### src/rtl/eots_pkg.sv
// Shared types, constants and mode codes for the expiry-ordered timer set.
package eots_pkg;
  localparam int NUM_TIMERS_DEF = 16;
  localparam int TIME_BITS_DEF = 32;
  localparam int MAX_RESULTS = 16;
  localparam int ID_W = 4;
  localparam int MODE_W = 3;
  localparam int OUT_W = 32;

  localparam logic [MODE_W-1:0] MODE_START_AFTER = 3'd0;
  localparam logic [MODE_W-1:0] MODE_START_AT = 3'd1;
  localparam logic [MODE_W-1:0] MODE_STOP = 3'd2;
  localparam logic [MODE_W-1:0] MODE_SET_DUR = 3'd3;
  localparam logic [MODE_W-1:0] MODE_TRIGGER = 3'd4;
  localparam logic [MODE_W-1:0] MODE_QUERY = 3'd5;

  typedef struct packed {
    logic [MODE_W-1:0] mode;
    logic [ID_W-1:0] timer_id;
    logic [31:0] time_now;
    logic [31:0] time_value;
  } in_item_t;

  typedef struct packed {
    logic fired;
    logic [ID_W-1:0] timer_out;
    logic [31:0] expiry_time;
    logic armed_now;
    logic [31:0] next_time;
    logic last;
  } out_item_t;
endpackage

### src/rtl/eots_cell.sv
// One timer cell: holds a timer and forwards the running earliest candidate.
module eots_cell #(
  parameter int TIME_BITS = eots_pkg::TIME_BITS_DEF,
  parameter int IDX_W = 4,
  parameter int IDX = 0
) (
  input  logic                 clk,
  input  logic                 rst_n,
  input  logic                 wr_exp,
  input  logic                 wr_dur,
  input  logic                 set_arm,
  input  logic                 clr_arm,
  input  logic [TIME_BITS-1:0] wdata,
  input  logic                 scan,
  input  logic                 c_in_vld,
  input  logic [TIME_BITS-1:0] c_in_exp,
  input  logic [IDX_W-1:0]     c_in_idx,
  output logic                 c_out_vld,
  output logic [TIME_BITS-1:0] c_out_exp,
  output logic [IDX_W-1:0]     c_out_idx,
  output logic [TIME_BITS-1:0] exp_o,
  output logic [TIME_BITS-1:0] dur_o,
  output logic                 armed_o
);
  logic [TIME_BITS-1:0] exp_r, dur_r;
  logic armed_r, vld_r;
  logic [TIME_BITS-1:0] cexp_r;
  logic [IDX_W-1:0] cidx_r;
  logic take;

  assign take = armed_r && (!c_in_vld || exp_r < c_in_exp);

  always_ff @(posedge clk) begin
    if (!rst_n) begin
      exp_r <= '0;
      dur_r <= '0;
      armed_r <= 1'b0;
      vld_r <= 1'b0;
      cexp_r <= '0;
      cidx_r <= '0;
    end else begin
      if (wr_exp) exp_r <= wdata;
      if (wr_dur) dur_r <= wdata;
      if (set_arm) armed_r <= 1'b1;
      else if (clr_arm) armed_r <= 1'b0;
      if (scan) begin
        vld_r <= take || c_in_vld;
        cexp_r <= take ? exp_r : c_in_exp;
        cidx_r <= take ? IDX_W'(IDX) : c_in_idx;
      end
    end
  end

  assign c_out_vld = vld_r;
  assign c_out_exp = cexp_r;
  assign c_out_idx = cidx_r;
  assign exp_o = exp_r;
  assign dur_o = dur_r;
  assign armed_o = armed_r;
endmodule

### config.mk
export PLATFORM = sky130hd
export DESIGN_NAME = eots_cell
export DESIGN_NICKNAME = d
export VERILOG_FILES = /design/src/rtl/eots_pkg.sv /design/src/rtl/eots_cell.sv
export SDC_FILE = /design/constraint.sdc
export NUM_CORES = 1
export LEC_CHECK = 0
export ABC_AREA = 1
export CORE_UTILIZATION = 60
export CTS_CLUSTER_DIAMETER = 50
export DETAILED_ROUTE_END_ITERATION = 12
export DONT_BUFFER_PORTS = 1
export MAX_ROUTING_LAYER = met4
export PLACE_DENSITY = 0.81
export SLEW_MARGIN = 20
export SYNTH_ARGS = -nofsm -noshare
export SYNTH_HDL_FRONTEND = slang
export SYNTH_SLANG_ARGS = --single-unit
export TNS_END_PERCENT = 10
### constraint.sdc
create_clock -name clk -period 3.8 [get_ports clk]
set_input_delay 0.38 -clock clk [delete_from_list [all_inputs] [get_ports clk]]
set_output_delay 0.38 -clock clk [all_outputs]
set_load 0.1 [all_outputs]
==> impl_metrics.yaml <==
outcome:
  status: "completed"
place:
  portBuffers: 0
  globalplace.congestion: 0.9308
  dp_hpwl_mm: 9.336
  dpl-instance-area_um2: 5132
timing:
  min_period_over_period: 0.7179
  rsz0062_at_grt: "false"
  max_slew_margin: 0.3288
  worst_slew_pin_slew_ns: 1.005
  hold_viol: 0
  finalSetupViolCount: 0
  fmax_mhz: 366.6
  skew_ns: 0.01018
  setup_tns_ns: 0
  slew_violations: 0
  min_period_ns: 2.728
global_route:
  grt_max_degree: 67
  gr-total-overflow: 0
  antenna_found_initial: 0
  grt_pass1_wl_mm: 19.11
  grt_pass1_vias: 3788
  grtUsageTotal: 0.2932
drt:
  via_per_inst: 5.441
  dr_total_vias: 4146
  dr.first_iter.drc_count: 141
  firstDrtPassIters: 5
  wl_per_cell_um: 16.18
  drc_errors: 0
  drt_wl_total_mm: 12.33
  ant_nets: 0
clocking:
  path_clk_slew_ns: 0.10
  cts_setup_buffers: 0
  cts-root-buf: "clkbuf_8"
  cts_hold_buf: 0
  cts_buffer_depth: 2
  cts_inserted_buffers: 9
  clk_latency_ns: 0.35
  htreeDepth: 3
  cts_sinks: 102
  cts_tree: "done"
  cts_resized: 0
power:
  switching_share: 0.4191
  pwr-share-comb: 0.190
  power_density_nw_per_um2: 517.0
  ir_worst_vdd_v: 0.0002880
  total_power_uw: 2755
  pwr-share-seq: 0.564
  power.share.clock: 0.246
  p_int_uw: 1601
  p_leak_uw: 0.002444
  power.switching_uw: 1155
die:
  fp.dieH_um: 92.61
  rows: 32
  ios: 178
  fp.dieArea_um2: 8577
  core_um2: 7848
  die_w_um: 92.61
  initial_utilization: 0.6277
worst_setup_path:
  required_ns: 4.07
  end_kind: "register"
  rrSetupSlack_ns: 1.07
  worstSetupPathType: "reg2reg"
  cp_max_fo: 36
  worstPathArrival_ns: 3.00
  start_kind: "register"
yosys:
  synth_area_um2: 4926
  synth_nets: 757
  synth_top_cell_by_area: "dfxtp_1"
  ys_seq_area_frac: 0.4145
  yosysTopAreaCellShare: 0.4145
  yosys_warnings: 0
  netlist_instances: 650
  synth.distinct_cells: 22
  yosys_register_bits: 102
  syn_avg_cell_area_um2: 7.578
  synth_area_leaders: "dfxtp_1 41%, ha_1 7.9%, o21ai_0 6.8%"
cells_and_area:
  antenna_cells: 0
  area_growth_pct: 8.204
  final_cell_area_um2: 5330
  n_fill_cell: 692
  nNetsFinal: 763
  drive_gt1_frac: 0.1758
run:
  max-cap-violations: 0
min_path:
  hold_class: "in2reg"
-- registers in the layout (all words and copies together) (netlist names) --
| signal | flops |
|---|---|
| c_out_exp | 32 |
| dur_o | 32 |
| exp_o | 32 |
| c_out_idx | 4 |
| armed_o | 1 |
| c_out_vld | 1 |
-- stage by stage --
stage | hold slack (ns) | utilization | setup WS (ns) | instances
after floorplan | 0.4974 | - | 1.282 | 650
after global placement | 0.5102 | 0.6540 | 1.203 | 747
after detailed placement | 0.5235 | 0.6540 | 1.133 | 747
after CTS | 0.1333 | 0.6792 | 1.082 | 762
after global routing | 0.1341 | 0.6792 | 0.8114 | 762
final | 0.1492 | 0.6792 | 1.072 | 762
-- layout make-up --
class | count | area, um^2 | share of cell area
clock buffers | 10 | 137.6 | 0.02582
multi-input cells | 434 | 2425 | 0.4549
flip-flops and latches | 102 | 2043 | 0.3833
well taps | 102 | 127.6 | 0.02394
inverters | 75 | 281.5 | 0.05282
clock inverters | 5 | 60.06 | 0.01127
repair buffers | 34 | 255.2 | 0.04789
-- metal layers --
| layer | vias up | global-route usage | share of wire |
|---|---|---|---|
| met5 | - | - | 0 |
| met4 | 0 | 0.09359 | 0.015 |
| met3 | 13 | 0.05911 | 0.081 |
| met2 | 156 | 0.4290 | 0.43 |
| met1 | 1852 | 0.4068 | 0.47 |
| li1 | 2125 | - | - |
-- synth_stat cells --
cell / n
dfxtp_1: 102
nand2_1: 78
nor2_1: 75
inv_1: 69
o21ai_0: 67
a21oi_1: 64
nand3_1: 51
ha_1: 31
clkbuf_1: 27
a21oi_2: 20
nand2_2: 20
nand3_2: 19
buf_2: 7
inv_2: 5
buf_6: 3
nor3_1: 3
buf_1: 2
nand2_4: 2
o21ai_1: 2
clkinv_1: 1
nand4_1: 1
o21a_1: 1
-- cell families (layout without fill, tap and decap cells) --
logic type,count (synthesis),in the layout,share of synthesized area
buffers and inverters,114,124,0.09322
AOI/OAI and AO/OA,154,154,0.1722
DFF,102,102,0.4145
and+or+nand+nor,249,249,0.2413
adders and majority gates,31,31,0.07874
-- worst max-delay path: stages (launching register included) --
cell and delay, ns:
dfxtp_1 0.33, buf_4 0.31, ha_1 0.31, a21oi_1 0.15, o21ai_1 0.07, nand2_1 0.06, nand3_1 0.06, a21oi_1 0.16
nand2_1 0.12, nand2_4 0.29, nand2_4 0.38, nand2_1 0.15, nand3_1 0.08, a21oi_1 0.15
-- final timing paths --
check,from,endpoint,cells past startpoint
worst min register to register,exp_o[30]$_SDFFE_PN0P_,exp_o[30]$_SDFFE_PN0P_,3
worst max-delay path,exp_o[17]$_SDFFE_PN0P_,c_out_exp[0]$_SDFFE_PN0P_,13
worst max register to register,exp_o[17]$_SDFFE_PN0P_,c_out_exp[0]$_SDFFE_PN0P_,13
worst min-delay path,rst_n,dur_o[16]$_SDFFE_PN0P_,2
-- placed cells by master, fill, tap and decap left out, types with 2 or more instances in the layout --
cell type and instances:
o21ai_0 67, nor3_1 3, dfxtp_1 101, nand2_4 2
nand2_1 78, a21oi_2 20, a21oi_1 64, buf_4 34
clkbuf_8 10, nand3_1 51, inv_2 5, nand3_2 19
ha_1 31, clkinv_4 2, o21ai_1 2, inv_1 69
nor2_1 75, nand2_2 20
-- power by group through the flow --
stage	combinational, uW	sequential, uW	clock, uW
floorplan	264	1750	0
global placement	510	1570	0
detailed placement	523	1580	0
CTS	523	1550	686
global route	567	1560	731
finish	524	1550	678
Note: power is estimated with default switching activity, not from simulation.
